--- src/rtl/pics_pkg.sv ---
// ----------------------------------------------------------------------------
// pics_pkg
// Shared widths, command codes and controller/datapath bundles for the
// even-odd point-in-shape crossing counter.
// ----------------------------------------------------------------------------
package pics_pkg;

  localparam int COORD_BITS = 21;
  localparam int FRAC_BITS  = 24;

  // curve parameter t and weights: unsigned, FRAC_BITS fraction bits, t <= 1.0
  localparam int T_W    = FRAC_BITS + 1;
  // a = sy - 2cy + ey and b = 2cy - 2sy
  localparam int AB_W   = COORD_BITS + 2;
  // discriminant b^2 - 4ac, signed
  localparam int FAC_W  = 2 * COORD_BITS + 5;
  // square root result; its radicand takes 2*SQ_W bits
  localparam int SQ_W   = COORD_BITS + 2;
  localparam int SQR_W  = SQ_W + 2;
  // divider numerator/denominator, signed, and their magnitudes
  localparam int DIV_W  = COORD_BITS + 4;
  localparam int MAG_W  = COORD_BITS + 3;
  localparam int REM_W  = MAG_W + 1;
  // shared signed multiplier
  localparam int MUL_W  = (FRAC_BITS > COORD_BITS) ? FRAC_BITS + 2 : COORD_BITS + 2;
  localparam int PROD_W = 2 * MUL_W;
  localparam int ACC_W  = PROD_W + 2;
  // step counter covers the divider and the square root loops
  localparam int CNT_LIM = (FRAC_BITS > SQ_W - 1) ? FRAC_BITS : SQ_W - 1;
  localparam int CNT_W   = $clog2(CNT_LIM + 1);

  localparam logic [T_W-1:0] T_ONE = T_W'(1) << FRAC_BITS;

  // datapath register operations
  localparam int OP_W = 4;
  localparam logic [OP_W-1:0] OP_NONE     = 4'd0;
  localparam logic [OP_W-1:0] OP_LOAD     = 4'd1;
  localparam logic [OP_W-1:0] OP_ACC_LD   = 4'd2;
  localparam logic [OP_W-1:0] OP_ACC_ADD  = 4'd3;
  localparam logic [OP_W-1:0] OP_ACC_SX   = 4'd4;
  localparam logic [OP_W-1:0] OP_FAC      = 4'd5;
  localparam logic [OP_W-1:0] OP_SQ_INIT  = 4'd6;
  localparam logic [OP_W-1:0] OP_SQ_STEP  = 4'd7;
  localparam logic [OP_W-1:0] OP_DIV_INIT = 4'd8;
  localparam logic [OP_W-1:0] OP_DIV_STEP = 4'd9;
  localparam logic [OP_W-1:0] OP_W0       = 4'd10;
  localparam logic [OP_W-1:0] OP_W1       = 4'd11;
  localparam logic [OP_W-1:0] OP_W2       = 4'd12;
  localparam logic [OP_W-1:0] OP_CMP      = 4'd13;
  localparam logic [OP_W-1:0] OP_HORIZ    = 4'd14;
  localparam logic [OP_W-1:0] OP_FIN      = 4'd15;

  // multiplier operand selects
  localparam int MS_W = 4;
  localparam logic [MS_W-1:0] MS_NONE = 4'd0;
  localparam logic [MS_W-1:0] MS_BB   = 4'd1;
  localparam logic [MS_W-1:0] MS_AC   = 4'd2;
  localparam logic [MS_W-1:0] MS_DTDT = 4'd3;
  localparam logic [MS_W-1:0] MS_DTT  = 4'd4;
  localparam logic [MS_W-1:0] MS_TT   = 4'd5;
  localparam logic [MS_W-1:0] MS_W0SX = 4'd6;
  localparam logic [MS_W-1:0] MS_W1CX = 4'd7;
  localparam logic [MS_W-1:0] MS_W2EX = 4'd8;
  localparam logic [MS_W-1:0] MS_DXT  = 4'd9;

  // divider operand selects
  localparam int DS_W = 2;
  localparam logic [DS_W-1:0] DS_STR = 2'd0;  // straight edge
  localparam logic [DS_W-1:0] DS_LIN = 2'd1;  // curve with a == 0
  localparam logic [DS_W-1:0] DS_RP  = 2'd2;  // root (-b + s) / 2a
  localparam logic [DS_W-1:0] DS_RM  = 2'd3;  // root (-b - s) / 2a

  typedef struct packed {
    logic [OP_W-1:0] op;
    logic [MS_W-1:0] msel;
    logic [DS_W-1:0] dsel;
  } dp_cmd_t;

  typedef struct packed {
    logic skip;
    logic straight;
    logic off_y;
    logic horiz;
    logic a_zero;
    logic b_zero;
    logic fac_neg;
    logic t_ok;
    logic out_block;
  } dp_stat_t;

endpackage

--- src/rtl/pics_dp.sv ---
// ----------------------------------------------------------------------------
// pics_dp
// Datapath: edge registers, shared multiplier, accumulator, bit-serial
// square root, restoring divider, crossing parity and result register.
// ----------------------------------------------------------------------------
module pics_dp (
  input  logic                                   clk,
  input  logic                                   rst_n,
  input  pics_pkg::dp_cmd_t                      cmd,
  output pics_pkg::dp_stat_t                     st,
  input  logic signed [pics_pkg::COORD_BITS-1:0] in_point_x,
  input  logic signed [pics_pkg::COORD_BITS-1:0] in_point_y,
  input  logic signed [pics_pkg::COORD_BITS-1:0] in_start_x,
  input  logic signed [pics_pkg::COORD_BITS-1:0] in_start_y,
  input  logic signed [pics_pkg::COORD_BITS-1:0] in_ctrl_x,
  input  logic signed [pics_pkg::COORD_BITS-1:0] in_ctrl_y,
  input  logic signed [pics_pkg::COORD_BITS-1:0] in_stop_x,
  input  logic signed [pics_pkg::COORD_BITS-1:0] in_stop_y,
  input  logic                                   in_is_straight,
  input  logic                                   in_last_edge,
  output logic                                   out_valid,
  input  logic                                   out_ready,
  output logic                                   out_inside_res
);
  import pics_pkg::*;

  logic signed [COORD_BITS-1:0] px_r, py_r, sx_r, sy_r, cx_r, cy_r, ex_r, ey_r;
  logic                         straight_r, last_r;

  logic signed [PROD_W-1:0] prod_r;
  logic signed [ACC_W-1:0]  acc_r;
  logic signed [FAC_W-1:0]  fac_r;
  logic [T_W-1:0]           w0_r, w1_r, w2_r;

  logic [2*SQ_W-1:0] sq_v_r;
  logic [SQR_W-1:0]  sq_rem_r;
  logic [SQ_W-1:0]   root_r;

  logic [REM_W-1:0] rem_r;
  logic [MAG_W-1:0] dmag_r;
  logic [T_W-1:0]   q_r;
  logic             ovf_r, neg_r;

  logic parity_r, out_valid_r, out_inside_r;

  // edge coefficients
  logic signed [AB_W-1:0] a_v, b_v, c_v;
  assign a_v = AB_W'(sy_r) - (AB_W'(cy_r) <<< 1) + AB_W'(ey_r);
  assign b_v = (AB_W'(cy_r) <<< 1) - (AB_W'(sy_r) <<< 1);
  assign c_v = AB_W'(sy_r) - AB_W'(py_r);

  logic [T_W-1:0] dt_v;
  assign dt_v = T_ONE - q_r;

  // divider operands
  logic signed [DIV_W-1:0] num_v, den_v, num_neg, den_neg;
  logic [MAG_W-1:0]        nmag_v, dmag_v;
  always_comb begin
    case (cmd.dsel)
      DS_STR: begin
        num_v = DIV_W'(py_r) - DIV_W'(sy_r);
        den_v = DIV_W'(ey_r) - DIV_W'(sy_r);
      end
      DS_LIN: begin
        num_v = -DIV_W'(c_v);
        den_v = DIV_W'(b_v);
      end
      DS_RP: begin
        num_v = DIV_W'(root_r) - DIV_W'(b_v);
        den_v = DIV_W'(a_v) <<< 1;
      end
      default: begin
        num_v = -DIV_W'(b_v) - DIV_W'(root_r);
        den_v = DIV_W'(a_v) <<< 1;
      end
    endcase
    num_neg = -num_v;
    den_neg = -den_v;
    nmag_v  = num_v[DIV_W-1] ? num_neg[MAG_W-1:0] : num_v[MAG_W-1:0];
    dmag_v  = den_v[DIV_W-1] ? den_neg[MAG_W-1:0] : den_v[MAG_W-1:0];
  end

  // divider step
  logic             d_ge;
  logic [REM_W-1:0] d_sub;
  assign d_ge  = rem_r >= REM_W'(dmag_r);
  assign d_sub = d_ge ? rem_r - REM_W'(dmag_r) : rem_r;

  // square root step
  logic [SQR_W+1:0] s_rem2, s_trial, s_diff;
  logic             s_ge;
  assign s_rem2  = {sq_rem_r, sq_v_r[2*SQ_W-1 -: 2]};
  assign s_trial = (SQR_W+2)'({root_r, 2'b01});
  assign s_ge    = s_rem2 >= s_trial;
  assign s_diff  = s_rem2 - s_trial;

  // shared multiplier
  logic signed [MUL_W-1:0]  ma, mb;
  logic signed [PROD_W-1:0] prod_nxt;
  always_comb begin
    case (cmd.msel)
      MS_BB: begin
        ma = MUL_W'(b_v);
        mb = MUL_W'(b_v);
      end
      MS_AC: begin
        ma = MUL_W'(a_v);
        mb = MUL_W'(c_v);
      end
      MS_DTDT: begin
        ma = MUL_W'(dt_v);
        mb = MUL_W'(dt_v);
      end
      MS_DTT: begin
        ma = MUL_W'(dt_v);
        mb = MUL_W'(q_r);
      end
      MS_TT: begin
        ma = MUL_W'(q_r);
        mb = MUL_W'(q_r);
      end
      MS_W0SX: begin
        ma = MUL_W'(w0_r);
        mb = MUL_W'(sx_r);
      end
      MS_W1CX: begin
        ma = MUL_W'(w1_r);
        mb = MUL_W'(cx_r);
      end
      MS_W2EX: begin
        ma = MUL_W'(w2_r);
        mb = MUL_W'(ex_r);
      end
      MS_DXT: begin
        ma = MUL_W'(ex_r) - MUL_W'(sx_r);
        mb = MUL_W'(q_r);
      end
      default: begin
        ma = '0;
        mb = '0;
      end
    endcase
    prod_nxt = ma * mb;
  end

  logic reach_v, horiz_hit_v;
  logic signed [COORD_BITS-1:0] xmax_v;
  assign reach_v     = acc_r >= (ACC_W'(px_r) <<< FRAC_BITS);
  assign xmax_v      = (sx_r > ex_r) ? sx_r : ex_r;
  assign horiz_hit_v = xmax_v >= px_r;

  always_comb begin
    st.skip      = (py_r == ey_r) && (px_r < ex_r);
    st.straight  = straight_r;
    st.off_y     = (py_r < sy_r && py_r < ey_r) || (py_r > sy_r && py_r > ey_r);
    st.horiz     = sy_r == ey_r;
    st.a_zero    = a_v == '0;
    st.b_zero    = b_v == '0;
    st.fac_neg   = fac_r[FAC_W-1];
    st.t_ok      = !ovf_r && (q_r <= T_ONE) && !(q_r != '0 && neg_r);
    st.out_block = last_r && out_valid_r && !out_ready;
  end

  // payload registers
  always_ff @(posedge clk) begin
    prod_r <= prod_nxt;
    case (cmd.op)
      OP_LOAD: begin
        px_r       <= in_point_x;
        py_r       <= in_point_y;
        sx_r       <= in_start_x;
        sy_r       <= in_start_y;
        cx_r       <= in_ctrl_x;
        cy_r       <= in_ctrl_y;
        ex_r       <= in_stop_x;
        ey_r       <= in_stop_y;
        straight_r <= in_is_straight;
        last_r     <= in_last_edge;
      end
      OP_ACC_LD:  acc_r <= ACC_W'(prod_r);
      OP_ACC_ADD: acc_r <= acc_r + ACC_W'(prod_r);
      OP_ACC_SX:  acc_r <= (ACC_W'(sx_r) <<< FRAC_BITS) + ACC_W'(prod_r);
      OP_FAC:     fac_r <= FAC_W'(acc_r - (ACC_W'(prod_r) <<< 2));
      OP_SQ_INIT: begin
        sq_v_r   <= fac_r[2*SQ_W-1:0];
        sq_rem_r <= '0;
        root_r   <= '0;
      end
      OP_SQ_STEP: begin
        sq_v_r   <= {sq_v_r[2*SQ_W-3:0], 2'b00};
        sq_rem_r <= s_ge ? s_diff[SQR_W-1:0] : s_rem2[SQR_W-1:0];
        root_r   <= {root_r[SQ_W-2:0], s_ge};
      end
      OP_DIV_INIT: begin
        rem_r  <= REM_W'(nmag_v);
        dmag_r <= dmag_v;
        q_r    <= '0;
        ovf_r  <= {1'b0, nmag_v} >= {dmag_v, 1'b0};
        neg_r  <= num_v[DIV_W-1] ^ den_v[DIV_W-1];
      end
      OP_DIV_STEP: begin
        rem_r <= {d_sub[REM_W-2:0], 1'b0};
        q_r   <= {q_r[T_W-2:0], d_ge};
      end
      OP_W0: w0_r <= prod_r[FRAC_BITS +: T_W];
      OP_W1: w1_r <= prod_r[FRAC_BITS-1 +: T_W];
      OP_W2: w2_r <= prod_r[FRAC_BITS +: T_W];
      default: begin
      end
    endcase
    if (cmd.op == OP_FIN && last_r) begin
      out_inside_r <= parity_r;
    end
  end

  // control registers
  always_ff @(posedge clk) begin
    if (!rst_n) begin
      parity_r    <= 1'b0;
      out_valid_r <= 1'b0;
    end else begin
      // post a new result, or drop the one taken this cycle
      if (cmd.op == OP_FIN && last_r) begin
        out_valid_r <= 1'b1;
      end else if (out_ready) begin
        out_valid_r <= 1'b0;
      end
      case (cmd.op)
        OP_CMP:   parity_r <= parity_r ^ reach_v;
        OP_HORIZ: parity_r <= parity_r ^ horiz_hit_v;
        OP_FIN: begin
          if (last_r) begin
            parity_r <= 1'b0;
          end
        end
        default: begin
        end
      endcase
    end
  end

  assign out_valid      = out_valid_r;
  assign out_inside_res = out_inside_r;

`ifndef SYNTHESIS
  a_fin_result: assert property (@(posedge clk) disable iff (!rst_n)
    (cmd.op == OP_FIN && last_r) |=> (out_valid_r && !parity_r))
    else $error("last edge did not post a result and clear parity");
  a_parity_hold: assert property (@(posedge clk) disable iff (!rst_n)
    (cmd.op != OP_CMP && cmd.op != OP_HORIZ && cmd.op != OP_FIN) |=> $stable(parity_r))
    else $error("parity changed outside a crossing update");
  a_sq_zero_lsbs: assert property (@(posedge clk) disable iff (!rst_n)
    (cmd.op == OP_SQ_INIT) |=> (root_r == '0))
    else $error("square root did not start from zero");
`endif

endmodule

--- config.mk ---
export PLATFORM = sky130hd
export DESIGN_NAME = pics_dp
export DESIGN_NICKNAME = d
export VERILOG_FILES = /design/src/rtl/pics_pkg.sv /design/src/rtl/pics_dp.sv
export SDC_FILE = /design/constraint.sdc
export NUM_CORES = 2
export LEC_CHECK = 0
export ABC_CLOCK_PERIOD_IN_PS = 16500
export BUFFER_PORTS_ARGS = -buffer_cell sky130_fd_sc_hd__buf_4
export CORE_MARGIN = 2
export CORE_UTILIZATION = 35
export CTS_CLUSTER_DIAMETER = 120
export DETAILED_ROUTE_END_ITERATION = 10
export PLACE_DENSITY = 0.49
export SLEW_MARGIN = 30
export SYNTH_ARGS = -nofsm -noshare
export SYNTH_HDL_FRONTEND = slang
export SYNTH_SLANG_ARGS = --single-unit
--- constraint.sdc ---
create_clock -name clk -period 16.5 [get_ports clk]
set_input_delay 3.3 -clock clk [delete_from_list [all_inputs] [get_ports clk]]
set_output_delay 3.3 -clock clk [all_outputs]
set_load 0.005 [all_outputs]
==> results.json <==
{
  "status": "completed",
  "clk_pin_slew_ns": 0.06,
  "finish.utilization_pct": 39.3,
  "endpoint_kind": "register",
  "synthMuxAreaShare_pct": 1.64,
  "synthAdderAreaFrac_pct": 32.7,
  "finalCriticalPeriod_ns": 13.04,
  "yosys-top-cells-count": "inv_1, fa_1, nand2_1",
  "synth_most_common_cell": "inv_1",
  "antenna_found_initial": 19,
  "synth_compound_area_share_pct": 14.8,
  "wl_per_cell_microns": 24.8,
  "placed_area_sq_mm": 0.0751,
  "ys_types": 105,
  "hold_class": "reg2reg",
  "ys_ff_latch": 571,
  "timing.max_cap.violations": 0,
  "finalSetupViolations": 0,
  "layout.nets": 9310,
  "crit_required_ns": 17.16,
  "hold_violations": 0,
  "cts.sinks": 571,
  "synth_top_area_cell": "edfxtp_1",
  "grt_max_degree": 82,
  "rows": 163,
  "cts_tree": "done",
  "synth-simple-area-share_pct": 14.3,
  "syn_to_final_growth_pct": 11.3,
  "skew_ns": 0.0487,
  "cp_max_fo": 21,
  "path_class": "in2reg",
  "cp_slowest_stage_delay_ns": 0.80,
  "slowest_stage": "nand2b_1",
  "ys_seq_area_share_pct": 23.8,
  "grt_pass1_wl_microns": 381000,
  "clock_latency_ns": 0.73,
  "postSynth.asyncResetShare_pct": 0,
  "ctsHoldBuffers": 0,
  "die_x_microns": 451,
  "cp-start-kind": "input port",
  "max_freq_ghz": 0.0767,
  "p_per_area_mw_per_mm2": 137,
  "dieArea_sq_mm": 0.203,
  "drive_gt1_share_pct": 8.55,
  "boundaryPins": 194,
  "setup-tns-final_ns": 0,
  "dp_hpwl_microns": 210000,
  "busiest_layer": "met2",
  "clock_path_buffers": 3,
  "drc": 0,
  "grt_use_met2_pct": 41.1,
  "fillers": 20000,
  "final_area_sq_mm": 0.0777,
  "coreArea_sq_mm": 0.198,
  "fp.dieH_microns": 451,
  "slew_viol_final": 0,
  "synth_top_family_by_area": "adder cells",
  "track_usage_pct": 25.3,
  "overflow": 0,
  "crit_family": "adder cells",
  "grtUsageMet1_pct": 33.5,
  "synth_top_area_share_pct": 22.2,
  "peakVddDrop_v": 0.000154,
  "cts_resized": 0,
  "mappedNetlistNets": 9148,
  "synth_edf_count": 517,
  "cpMostUsedCell": "fa_1",
  "synth.cell_area_sq_mm": 0.0699,
  "fin_crit_sh_pct": 79.0,
  "yosys_warnings": 0,
  "finalPower_mw": 10.7,
  "wirelength_microns": 260000,
  "portBuffers": 193,
  "postCtsSetupBuffers": 0,
  "rsz0062_at_grt": "no",
  "cp_num_buf_inv": 6,
  "gp_congestion": 0.976,
  "drt-initial-drc-count": 4811,
  "synthTopCellsByArea": "edfxtp_1, fa_1, ha_1",
  "detail-route-antenna-nets": 0,
  "vias": 56900,
  "met3_usage_pct": 3.60,
  "yosys.area_share.xor_xnor_pct": 4.70,
  "viasPerCell": 5.44,
  "grt_pass1_vias": 56800,
  "worst_pin_slew_ns": 1.09,
  "htree_num_levels": 3,
  "start_util_pct": 35.3,
  "yosys_most_used_dff": "edfxtp_1",
  "firstDrtPassIters": 8,
  "p_leak_nw": 35.3,
  "arrival_ns": 13.70,
  "syn_avg_cell_area_sq_um": 9.21,
  "slew-limit-headroom_pct": 27.1,
  "cts_root_buf": "clkbuf_16",
  "cts-buffers-inserted": 73,
  "syn_inst": 7587
}
[worst paths after layout]
path                                       startpoint                  endpoint  slack (ns)  cells past startpoint
worst min register to register  parity_r$_SDFFE_PN0P_  out_inside_res$_DFFE_PP_        0.45                      0
worst max register to register      sy_r[2]$_DFFE_PN_        prod_r[51]$_DFF_P_        3.66                     42
worst min-delay path            parity_r$_SDFFE_PN0P_  out_inside_res$_DFFE_PP_        0.45                      0
worst max-delay path                           cmd[5]        prod_r[51]$_DFF_P_        3.46                     31
[power by group]
group / switching, mW / internal, mW / total, mW
combinational: 4.25 / 2.60 / 6.85
sequential: 0.207 / 1.87 / 2.08
clock: 0.740 / 1.00 / 1.74
total: 5.20 / 5.47 / 10.7
[cell families after synthesis]
kind of cell,count (synthesis)
compound gates,1547
mux,101
fa+ha+maj,1378
simple gates,2138
xor+xnor,375
flops,571
buf+inv,1477
[metrics by stage]
| stage | setup slack (ns) | hold slack, ns | std cells |
|---|---|---|---|
| after floorplan | 0.459 | 0.421 | 7587 |
| after global placement | 2.87 | 0.431 | 10300 |
| after detailed placement | 2.71 | 0.435 | 10300 |
| after CTS | 3.49 | 0.452 | 10400 |
| after global routing | 2.83 | 0.473 | 10500 |
| final | 3.46 | 0.449 | 10500 |
[sequential cells by signal, summed over array words and instances, names as in the netlist, 21 cells and up]
signal,count
acc_r,54
prod_r,52
fac_r,47
sq_v_r,46
q_r,25
rem_r,25
sq_rem_r,25
w0_r,25
w1_r,25
w2_r,25
dmag_r,24
root_r,23
cx_r,21
cy_r,21
ex_r,21
ey_r,21
px_r,21
py_r,21
sx_r,21
sy_r,21
[cell type report]
type	instances	area (sq um)	share of cell area, %
clock inverter	54	697	0.897
antenna	8	20.0	0.0258
inverter	1227	4610	5.93
sequential	571	16600	21.4
timing repair buffer	337	2560	3.30
tap	2640	3300	4.25
clock buffer	81	1890	2.43
multi-input combinational	5539	48000	61.8
[per-layer routing]
metal / share of wire [%] / vias up
met5: 0.029 / -
met4: 4.8 / 10
li1: - / 26000
met2: 46 / 1955
met3: 6.3 / 442
met1: 42 / 28500
[cells in the final DEF (no fill, tap or decap), types with 15 or more instances in the layout]
cell type,count
a2111oi_0,19
a211o_1,15
a211oi_1,42
a21o_1,206
a21oi_1,387
a221o_1,19
a221oi_1,26
a22oi_1,50
a31oi_1,45
and2_1,101
and3_1,46
buf_4,333
clkbuf_16,74
dfxtp_1,54
edfxtp_1,517
fa_1,741
ha_1,636
inv_1,1225
mux2_2,55
mux2i_1,41
nand2_1,689
nand2b_1,93
nand3_1,82
nand4_1,71
nor2_1,617
nor2b_1,86
nor3_1,125
nor3b_1,19
nor4_1,29
o211ai_1,40
o21a_1,90
o21ai_0,294
o21bai_1,50
o221ai_1,16
o31ai_1,30
or2_2,29
or3_1,47
xnor2_1,237
xor2_1,129
No activity file was read; power rests on OpenSTA's default activity.
