===== src/rtl/pics_pkg.sv =====
// ----------------------------------------------------------------------------
// pics_pkg
// Shared widths, command codes and controller/datapath bundles for the
// even-odd point-in-shape crossing counter.
// ----------------------------------------------------------------------------
package pics_pkg;

  localparam int COORD_BITS = 21;
  localparam int FRAC_BITS  = 24;

  // curve parameter t and weights: unsigned, FRAC_BITS fraction bits, t <= 1.0
  localparam int T_W    = FRAC_BITS + 1;
  // a = sy - 2cy + ey and b = 2cy - 2sy
  localparam int AB_W   = COORD_BITS + 2;
  // discriminant b^2 - 4ac, signed
  localparam int FAC_W  = 2 * COORD_BITS + 5;
  // square root result; its radicand takes 2*SQ_W bits
  localparam int SQ_W   = COORD_BITS + 2;
  localparam int SQR_W  = SQ_W + 2;
  // divider numerator/denominator, signed, and their magnitudes
  localparam int DIV_W  = COORD_BITS + 4;
  localparam int MAG_W  = COORD_BITS + 3;
  localparam int REM_W  = MAG_W + 1;
  // shared signed multiplier
  localparam int MUL_W  = (FRAC_BITS > COORD_BITS) ? FRAC_BITS + 2 : COORD_BITS + 2;
  localparam int PROD_W = 2 * MUL_W;
  localparam int ACC_W  = PROD_W + 2;
  // step counter covers the divider and the square root loops
  localparam int CNT_LIM = (FRAC_BITS > SQ_W - 1) ? FRAC_BITS : SQ_W - 1;
  localparam int CNT_W   = $clog2(CNT_LIM + 1);

  localparam logic [T_W-1:0] T_ONE = T_W'(1) << FRAC_BITS;

  // datapath register operations
  localparam int OP_W = 4;
  localparam logic [OP_W-1:0] OP_NONE     = 4'd0;
  localparam logic [OP_W-1:0] OP_LOAD     = 4'd1;
  localparam logic [OP_W-1:0] OP_ACC_LD   = 4'd2;
  localparam logic [OP_W-1:0] OP_ACC_ADD  = 4'd3;
  localparam logic [OP_W-1:0] OP_ACC_SX   = 4'd4;
  localparam logic [OP_W-1:0] OP_FAC      = 4'd5;
  localparam logic [OP_W-1:0] OP_SQ_INIT  = 4'd6;
  localparam logic [OP_W-1:0] OP_SQ_STEP  = 4'd7;
  localparam logic [OP_W-1:0] OP_DIV_INIT = 4'd8;
  localparam logic [OP_W-1:0] OP_DIV_STEP = 4'd9;
  localparam logic [OP_W-1:0] OP_W0       = 4'd10;
  localparam logic [OP_W-1:0] OP_W1       = 4'd11;
  localparam logic [OP_W-1:0] OP_W2       = 4'd12;
  localparam logic [OP_W-1:0] OP_CMP      = 4'd13;
  localparam logic [OP_W-1:0] OP_HORIZ    = 4'd14;
  localparam logic [OP_W-1:0] OP_FIN      = 4'd15;

  // multiplier operand selects
  localparam int MS_W = 4;
  localparam logic [MS_W-1:0] MS_NONE = 4'd0;
  localparam logic [MS_W-1:0] MS_BB   = 4'd1;
  localparam logic [MS_W-1:0] MS_AC   = 4'd2;
  localparam logic [MS_W-1:0] MS_DTDT = 4'd3;
  localparam logic [MS_W-1:0] MS_DTT  = 4'd4;
  localparam logic [MS_W-1:0] MS_TT   = 4'd5;
  localparam logic [MS_W-1:0] MS_W0SX = 4'd6;
  localparam logic [MS_W-1:0] MS_W1CX = 4'd7;
  localparam logic [MS_W-1:0] MS_W2EX = 4'd8;
  localparam logic [MS_W-1:0] MS_DXT  = 4'd9;

  // divider operand selects
  localparam int DS_W = 2;
  localparam logic [DS_W-1:0] DS_STR = 2'd0;  // straight edge
  localparam logic [DS_W-1:0] DS_LIN = 2'd1;  // curve with a == 0
  localparam logic [DS_W-1:0] DS_RP  = 2'd2;  // root (-b + s) / 2a
  localparam logic [DS_W-1:0] DS_RM  = 2'd3;  // root (-b - s) / 2a

  typedef struct packed {
    logic [OP_W-1:0] op;
    logic [MS_W-1:0] msel;
    logic [DS_W-1:0] dsel;
  } dp_cmd_t;

  typedef struct packed {
    logic skip;
    logic straight;
    logic off_y;
    logic horiz;
    logic a_zero;
    logic b_zero;
    logic fac_neg;
    logic t_ok;
    logic out_block;
  } dp_stat_t;

endpackage


===== src/rtl/pics_ctrl.sv =====
// ----------------------------------------------------------------------------
// pics_ctrl
// Sequencer: walks one edge through decode, discriminant, square root,
// division and curve evaluation by issuing datapath commands.
// ----------------------------------------------------------------------------
module pics_ctrl (
  input  logic               clk,
  input  logic               rst_n,
  input  logic               in_valid,
  output logic               in_ready,
  input  pics_pkg::dp_stat_t st,
  output pics_pkg::dp_cmd_t  cmd
);
  import pics_pkg::*;

  localparam logic [4:0] S_IDLE = 5'd0;
  localparam logic [4:0] S_DEC  = 5'd1;
  localparam logic [4:0] S_AC   = 5'd2;
  localparam logic [4:0] S_FAC  = 5'd3;
  localparam logic [4:0] S_SQI  = 5'd4;
  localparam logic [4:0] S_SQ   = 5'd5;
  localparam logic [4:0] S_DIVI = 5'd6;
  localparam logic [4:0] S_DIV  = 5'd7;
  localparam logic [4:0] S_TCHK = 5'd8;
  localparam logic [4:0] S_SL   = 5'd9;
  localparam logic [4:0] S_R1   = 5'd10;
  localparam logic [4:0] S_R2   = 5'd11;
  localparam logic [4:0] S_R3   = 5'd12;
  localparam logic [4:0] S_R4   = 5'd13;
  localparam logic [4:0] S_R5   = 5'd14;
  localparam logic [4:0] S_R6   = 5'd15;
  localparam logic [4:0] S_CMP  = 5'd16;
  localparam logic [4:0] S_NEXT = 5'd17;
  localparam logic [4:0] S_FIN  = 5'd18;

  logic [4:0]       state_r, state_nxt;
  logic [CNT_W-1:0] cnt_r, cnt_nxt;
  logic [DS_W-1:0]  dsel_r, dsel_nxt;

  always_comb begin
    state_nxt = state_r;
    cnt_nxt   = cnt_r;
    dsel_nxt  = dsel_r;
    in_ready  = 1'b0;
    cmd.op    = OP_NONE;
    cmd.msel  = MS_NONE;
    cmd.dsel  = dsel_r;
    case (state_r)
      S_IDLE: begin
        in_ready = 1'b1;
        if (in_valid) begin
          cmd.op    = OP_LOAD;
          state_nxt = S_DEC;
        end
      end
      S_DEC: begin
        if (st.skip) begin
          state_nxt = S_FIN;
        end else if (st.straight) begin
          if (st.off_y) begin
            state_nxt = S_FIN;
          end else if (st.horiz) begin
            cmd.op    = OP_HORIZ;
            state_nxt = S_FIN;
          end else begin
            dsel_nxt  = DS_STR;
            state_nxt = S_DIVI;
          end
        end else if (st.a_zero) begin
          if (st.b_zero) begin
            state_nxt = S_FIN;
          end else begin
            dsel_nxt  = DS_LIN;
            state_nxt = S_DIVI;
          end
        end else begin
          cmd.msel  = MS_BB;
          state_nxt = S_AC;
        end
      end
      S_AC: begin
        cmd.op    = OP_ACC_LD;
        cmd.msel  = MS_AC;
        state_nxt = S_FAC;
      end
      S_FAC: begin
        cmd.op    = OP_FAC;
        state_nxt = S_SQI;
      end
      S_SQI: begin
        if (st.fac_neg) begin
          state_nxt = S_FIN;
        end else begin
          cmd.op    = OP_SQ_INIT;
          cnt_nxt   = '0;
          state_nxt = S_SQ;
        end
      end
      S_SQ: begin
        cmd.op = OP_SQ_STEP;
        if (cnt_r == CNT_W'(SQ_W - 1)) begin
          dsel_nxt  = DS_RP;
          state_nxt = S_DIVI;
        end else begin
          cnt_nxt = cnt_r + 1'b1;
        end
      end
      S_DIVI: begin
        cmd.op    = OP_DIV_INIT;
        cnt_nxt   = '0;
        state_nxt = S_DIV;
      end
      S_DIV: begin
        cmd.op = OP_DIV_STEP;
        if (cnt_r == CNT_W'(FRAC_BITS)) begin
          state_nxt = S_TCHK;
        end else begin
          cnt_nxt = cnt_r + 1'b1;
        end
      end
      S_TCHK: begin
        if (!st.t_ok) begin
          state_nxt = S_NEXT;
        end else if (dsel_r == DS_STR) begin
          cmd.msel  = MS_DXT;
          state_nxt = S_SL;
        end else begin
          cmd.msel  = MS_DTDT;
          state_nxt = S_R1;
        end
      end
      S_SL: begin
        cmd.op    = OP_ACC_SX;
        state_nxt = S_CMP;
      end
      S_R1: begin
        cmd.op    = OP_W0;
        cmd.msel  = MS_DTT;
        state_nxt = S_R2;
      end
      S_R2: begin
        cmd.op    = OP_W1;
        cmd.msel  = MS_TT;
        state_nxt = S_R3;
      end
      S_R3: begin
        cmd.op    = OP_W2;
        cmd.msel  = MS_W0SX;
        state_nxt = S_R4;
      end
      S_R4: begin
        cmd.op    = OP_ACC_LD;
        cmd.msel  = MS_W1CX;
        state_nxt = S_R5;
      end
      S_R5: begin
        cmd.op    = OP_ACC_ADD;
        cmd.msel  = MS_W2EX;
        state_nxt = S_R6;
      end
      S_R6: begin
        cmd.op    = OP_ACC_ADD;
        state_nxt = S_CMP;
      end
      S_CMP: begin
        cmd.op    = OP_CMP;
        state_nxt = S_NEXT;
      end
      S_NEXT: begin
        // second root of a quadratic still to go
        if (dsel_r == DS_RP) begin
          dsel_nxt  = DS_RM;
          state_nxt = S_DIVI;
        end else begin
          state_nxt = S_FIN;
        end
      end
      S_FIN: begin
        // on a last edge, hold while the previous result is still waiting
        if (!st.out_block) begin
          cmd.op    = OP_FIN;
          state_nxt = S_IDLE;
        end
      end
      default: begin
        state_nxt = S_IDLE;
      end
    endcase
  end

  always_ff @(posedge clk) begin
    if (!rst_n) begin
      state_r <= S_IDLE;
      cnt_r   <= '0;
      dsel_r  <= DS_STR;
    end else begin
      state_r <= state_nxt;
      cnt_r   <= cnt_nxt;
      dsel_r  <= dsel_nxt;
    end
  end

`ifndef SYNTHESIS
  a_accept_to_dec: assert property (@(posedge clk) disable iff (!rst_n)
    (state_r == S_IDLE && in_valid) |=> (state_r == S_DEC))
    else $error("accepted transaction did not start decode");
  a_div_count: assert property (@(posedge clk) disable iff (!rst_n)
    (state_r == S_DIV) |-> (cnt_r <= CNT_W'(FRAC_BITS)))
    else $error("divider step count overran");
  a_sq_count: assert property (@(posedge clk) disable iff (!rst_n)
    (state_r == S_SQ) |-> (cnt_r <= CNT_W'(SQ_W - 1)))
    else $error("square root step count overran");
  a_fin_release: assert property (@(posedge clk) disable iff (!rst_n)
    (state_r == S_FIN && !st.out_block) |=> (state_r == S_IDLE))
    else $error("finish did not return to idle");
`endif

endmodule


===== config.mk =====
export PLATFORM = sky130hd
export DESIGN_NAME = pics_ctrl
export DESIGN_NICKNAME = d
export VERILOG_FILES = /design/src/rtl/pics_pkg.sv /design/src/rtl/pics_ctrl.sv
export SDC_FILE = /design/constraint.sdc
export NUM_CORES = 1
export LEC_CHECK = 0
export BUFFER_PORTS_ARGS = -buffer_cell sky130_fd_sc_hd__buf_4
export CORE_MARGIN = 8
export CORE_UTILIZATION = 55
export DETAILED_ROUTE_END_ITERATION = 10
export PLACE_DENSITY = 0.8
export SLEW_MARGIN = 20
export SYNTH_ARGS = -nofsm -noshare
export SYNTH_HDL_FRONTEND = slang
export SYNTH_SLANG_ARGS = --single-unit

===== constraint.sdc =====
create_clock -name clk -period 2.5 [get_ports clk]
set_clock_uncertainty 0.1 [all_clocks]
set_input_delay 0.125 -clock clk [delete_from_list [all_inputs] [get_ports clk]]
set_output_delay 0.125 -clock clk [all_outputs]
set_load 0.005 [all_outputs]

==> run summary, run 1 <==
Worst slew pin tran -> 500 ps
Final Hold Viols -> 0
Post-layout util -> 68.4%
Largest net degree at the start of global routing -> 17
Antenna Cells -> 0
#FFs+latches synth -> 12
TritonCTS clock tree -> built
Routed len/inst -> 16.7 um
Global Route Usage Sum -> 17.5%
Setup TNS Final -> 0 ps
Worst skew pair latency -> 280 ps
DRC -> 0
Most common cell after layout, fill and taps aside -> buf_4
Initial antenna violation count -> 0
Hold Path Stages -> 3
Critical Path AT -> 2170 ps
Worst slew margin -> 66.6%
CTS sink count -> 12
Outcome -> completed
Pwr Density -> 762 nW/um^2
DIE WIDTH -> 64.2 um
Hold_ws -> 58.7 ps
Post-Syn Area per Cell -> 7.14 sq um
Initial DRC Count -> 125
Async SR Flop Fraction -> 0%
Hold Buf Count CTS -> 0
Critical path fanouts, max -> 16
Post-DRT Antenna Nets -> 0
Clock Tree Buf Depth -> 2
Synthesized instance count -> 179
Detailed-route via count -> 1485
HPWL Detailed -> 2.97 mm
Initial core utilization -> 57.8%
First-pass DRT Iterations -> 8
Main synth FF type -> dfxtp_1
Nets -> 216
Share of layout cells above drive strength 1 -> 23.5%
FP Rows -> 17
Area growth syn-to-layout -> 18.4%
F_max -> 417 MHz
GR Overflow Total -> 0
Post-Syn Area -> 1280 sq um
GPL Wtd Cong -> 0.940
First-pass GRT wire length -> 6.04 mm
DR vias/cell -> 6.51
Synth warn -> 0
Final WL -> 3.81 mm
Pwr Total -> 1.15 mW
Max Cap Viol -> 0
RSZ-0062 raised after global routing -> no
Cells after DPL -> 224
Post-CTS Setup Inserts -> 0
Commonest non-fill, non-tap cells in the layout -> buf_4, nor2_1, nand2_1
WP data required -> 2280 ps
Post_cts resized -> 0
Buffers on Ports -> 22
Vias in the first global route -> 1346
Fin crit period -> 2400 ps
Die H -> 64.2 um
Slew Limit Fails -> 0
Worst Setup Start Kind -> register
Core box area -> 2210 sq um
Reg clk slew, reported paths -> 80 ps
Worst Hold Class -> in2reg
R2R cell count -> 5
H-tree Lvls -> 1
TritonCTS Buffers -> 3
R2r setup slk -> 330 ps
LEAKAGE -> 0.596 nW
Post-synth EDFFs -> 0
Period utilization -> 95.8%
DIE AREA -> 4120 sq um
Yosys cell types -> 59
# IOs -> 23
Setup CP Type -> reg2out
Syn Nets -> 194
Non-Filler Instances -> 228
Peak VDD IR -> 575 uV
Root Driver -> clkbuf_4
Crit end category -> primary output
Endpoints failing setup -> 0
Sequential share of the synthesized area -> 18.8%
==> cell type report <==
type | count | area, sq um
Clock buffer | 4 | 36.3
Multi-Input combinational cell | 145 | 943
Tap cell | 28 | 35.0
Timing Repair Buffer | 30 | 225
Inverter | 9 | 33.8
Fill cell | 201 | 698
Sequential cell | 12 | 240
==> worst max-delay path: stages, from the launching register on <==
cell	delay, ps
dfxtp_1	450
buf_4	260
nor2_1	290
nand3_1	190
nor3_1	330
nor2_1	100
o221ai_1	100
buf_4	160
==> routing by layer <==
layer	track usage, %	up-vias	share of wire (%)
li1	-	705	-
met1	20.6	687	42
met5	0	-	0
met4	3.54	0	1.4
met2	30.1	80	47
met3	5.92	13	9.1
==> through the flow <==
stage	instance area (sq um)	setup WS, ps
after floorplan	1280	506
after global placement	1470	432
after detailed placement	1470	358
after CTS	1510	109
after global routing	1510	34.5
final	1510	104
==> final timing paths <==
| check | endpoint | start |
|---|---|---|
| max | cmd[8] | state_r[1]$_SDFFE_PN0P_ |
| max reg2reg | dsel_r[0]$_SDFFE_PN0P_ | state_r[1]$_SDFFE_PN0P_ |
| min | state_r[1]$_SDFFE_PN0P_ | rst_n |
| min reg2reg | cnt_r[1]$_SDFFE_PN0P_ | cnt_r[1]$_SDFFE_PN0P_ |
==> where the power goes <==
| part | switching [mW] | leakage [nW] | internal, mW |
|---|---|---|---|
| combinational | 0.379 | 0.477 | 0.316 |
| sequential | 0.0828 | 0.0975 | 0.223 |
| clock | 0.0646 | 0.0210 | 0.0886 |
==> cells in the mapped netlist (3+ instances only) <==
master     n  area (sq um)
nand2_1   17          63.8
ha_1       3          37.5
a31oi_1    6          37.5
inv_1      9          33.8
a21oi_1   11          55.1
nor2_1    21          78.8
clkbuf_1   6          22.5
nand3_1   10          50.1
o21ai_0   11          55.1
nor2b_1    5          31.3
buf_2      3          15.0
nor3_1    10          50.1
dfxtp_1   12           240
==> state kept, by name (all words and copies together) (netlist names) <==
name and flops:
state_r 5, cnt_r 5, dsel_r 2
==> cells by family (layout without fill, tap and decap cells) <==
logic type / after synthesis / in the layout / share of synthesized area (%)
buffers and inverters: 22 / 43 / 7.92
AO/OA/AOI/OAI: 55 / 55 / 31.8
flip-flops: 12 / 12 / 18.8
XOR/XNOR: 2 / 2 / 1.37
adder cells (fa/ha/maj): 3 / 3 / 2.94
multiplexers: 1 / 1 / 0.783
AND/OR/NAND/NOR: 84 / 84 / 36.4
Note: power is estimated with default switching activity, not from simulation.
==> run 2, diff against run 1 <==
--- a/config.mk
+++ b/config.mk
@@ -7,9 +7,9 @@
 export LEC_CHECK = 0
 export BUFFER_PORTS_ARGS = -buffer_cell sky130_fd_sc_hd__buf_4
 export CORE_MARGIN = 8
-export CORE_UTILIZATION = 55
+export CORE_UTILIZATION = 50
 export DETAILED_ROUTE_END_ITERATION = 10
-export PLACE_DENSITY = 0.8
+export PLACE_DENSITY = 0.77
 export SLEW_MARGIN = 20
 export SYNTH_ARGS = -nofsm -noshare
 export SYNTH_HDL_FRONTEND = slang
==> constraint.sdc (replaced) <==
create_clock -name clk -period 2.2 [get_ports clk]
set_clock_uncertainty 0.1 [all_clocks]
set_input_delay 0.11 -clock clk [delete_from_list [all_inputs] [get_ports clk]]
set_output_delay 0.11 -clock clk [all_outputs]
set_load 0.005 [all_outputs]
==> run summary, run 2 (same netlist as run 1, synthesis figures left out) <==
Largest net degree at the start of global routing -> 19
WP data required -> 2270 ps
DIE AREA -> 4430 sq um
Post-DRT Antenna Nets -> 0
Reg clk slew, reported paths -> 70 ps
Clock Tree Buf Depth -> 2
Slew Limit Fails -> 0
CP Launch Point -> cnt_r[1]$_SDFFE_PN0P_
Most common cell after layout, fill and taps aside -> buf_4
DRC -> 0
TritonCTS clock tree -> built
Vias in the first global route -> 1368
Buffers on Ports -> 22
DIE WIDTH -> 66.6 um
First-pass DRT Iterations -> 4
Biggest registers after layout -> cnt_r x5, state_r x5, dsel_r x2
Routed len/inst -> 16.1 um
F_max -> 488 MHz
TritonCTS Buffers -> 3
Final Hold Viols -> 0
Worst r2r src -> cnt_r[1]$_SDFFE_PN0P_
Global Route Usage Sum -> 16.8%
Initial DRC Count -> 87
Share of layout cells above drive strength 1 -> 26.2%
Setup CP Type -> reg2reg
Design area -> 1530 sq um
Worst slew margin -> 73.2%
Hold Path Stages -> 2
Worst slew pin tran -> 396 ps
Pint -> 0.725 mW
Final worst slack -> 151 ps
Core box area -> 2450 sq um
Hold_ws -> 42.3 ps
Hold Path End -> state_r[4]$_SDFFE_PN0P_
Post-layout util -> 62.4%
Peak VDD IR -> 483 uV
Hold wc startpoint -> rst_n
Critical Path AT -> 2120 ps
Worst Hold Class -> in2reg
DR vias/cell -> 6.27
Initial antenna violation count -> 0
Sequential Power Share -> 25.0%
Gate power share -> 61.7%
GPL Wtd Cong -> 0.931
GR Overflow Total -> 0
Critical path fanouts, max -> 5
Endpoints failing setup -> 0
HPWL Detailed -> 2.88 mm
Fillers -> 221
Crit end category -> register
RSZ-0062 raised after global routing -> no
First-pass GRT wire length -> 6.00 mm
Worst flop-to-flop path endpoint -> dsel_r[0]$_SDFFE_PN0P_
Root Driver -> clkbuf_4
Area growth syn-to-layout -> 19.9%
Worst skew pair latency -> 280 ps
Commonest non-fill, non-tap cells in the layout -> buf_4, nor2_1, nand2_1
Period utilization -> 93.1%
FP Rows -> 18
R2r setup slk -> 150 ps
Final WL -> 3.73 mm
Worst Setup Start Kind -> register
Switch share -> 45.2%
Detailed-route via count -> 1454
Clk pwr share -> 13.2%
Outcome -> completed
R2R cell count -> 6
H-tree Lvls -> 1
Cell Area, Placed -> 1490 sq um
Nets -> 218
Psw -> 0.599 mW
Max Cap Viol -> 0
Pwr Density -> 864 nW/um^2
# IOs -> 23
Post-CTS Setup Inserts -> 0
Antenna Cells -> 0
Setup TNS Final -> 0 ps
CTS sink count -> 12
Initial core utilization -> 52.1%
Pre-CTS setup slack -> 71.4 ps
Fin crit period -> 2050 ps
LEAKAGE -> 0.607 nW
Die H -> 66.6 um
## run 2: worst max path at each step
stage / to / slack (ps) / cells past startpoint
2_1_floorplan: cnt_r[2]$_SDFFE_PN0P_ / 210 / 7
3_3_place_gp: cnt_r[2]$_SDFFE_PN0P_ / 150 / 7
3_5_place_dp: cnt_r[2]$_SDFFE_PN0P_ / 70 / 7
4_1_cts: cmd[7] / 40 / 6
5_1_grt: dsel_r[0]$_SDFFE_PN0P_ / 50 / 7
6_report: dsel_r[0]$_SDFFE_PN0P_ / 150 / 6
## run 2: routing by layer
layer  wire length, um  vias up  track usage, %  part of all wire, %
met1              1550      673            18.7                   41
met4                86        0            8.80                  2.3
met3               220       11            3.02                  5.9
li1                  -      715               -                    -
met2              1880       55            29.4                   50
met5                 0        -               0                    0
## run 2: metrics by stage
stage | total power, mW | cells
after CTS | 1.31 | 232
after detailed placement | 1.13 | 228
after floorplan | 0.864 | 179
after global placement | 1.10 | 228
final | 1.32 | 232
after global routing | 1.41 | 232
## run 2: power groups by stage
stage | Sequential (mW) | Clock [mW] | Combinational (mW)
CTS | 0.325 | 0.181 | 0.801
finish | 0.332 | 0.175 | 0.817
global placement | 0.328 | 0 | 0.774
floorplan | 0.287 | 0 | 0.577
global route | 0.338 | 0.193 | 0.884
detailed placement | 0.330 | 0 | 0.796
## run 2: layout make-up
| type | count | area, sq um | share of cell area (%) |
|---|---|---|---|
| tap | 30 | 37.5 | 2.45 |
| clock buffer | 4 | 36.3 | 2.37 |
| inverter | 9 | 33.8 | 2.20 |
| sequential | 12 | 245 | 16.0 |
| timing repair buffer | 32 | 240 | 15.7 |
| multi-input combinational | 145 | 940 | 61.3 |
## run 2: critical path, stage by stage (launching register included)
cell	delay [ps]
dfxtp_1	400
ha_1	180
nand4b_1	170
and3_1	270
a2111oi_2	380
nand2_1	110
o311a_1	330
## run 2: timing repair
item                       4_1_cts  5_1_grt
gates resized for setup          0        5
setup endpoints to repair        0        4
hold buffers                     0        0
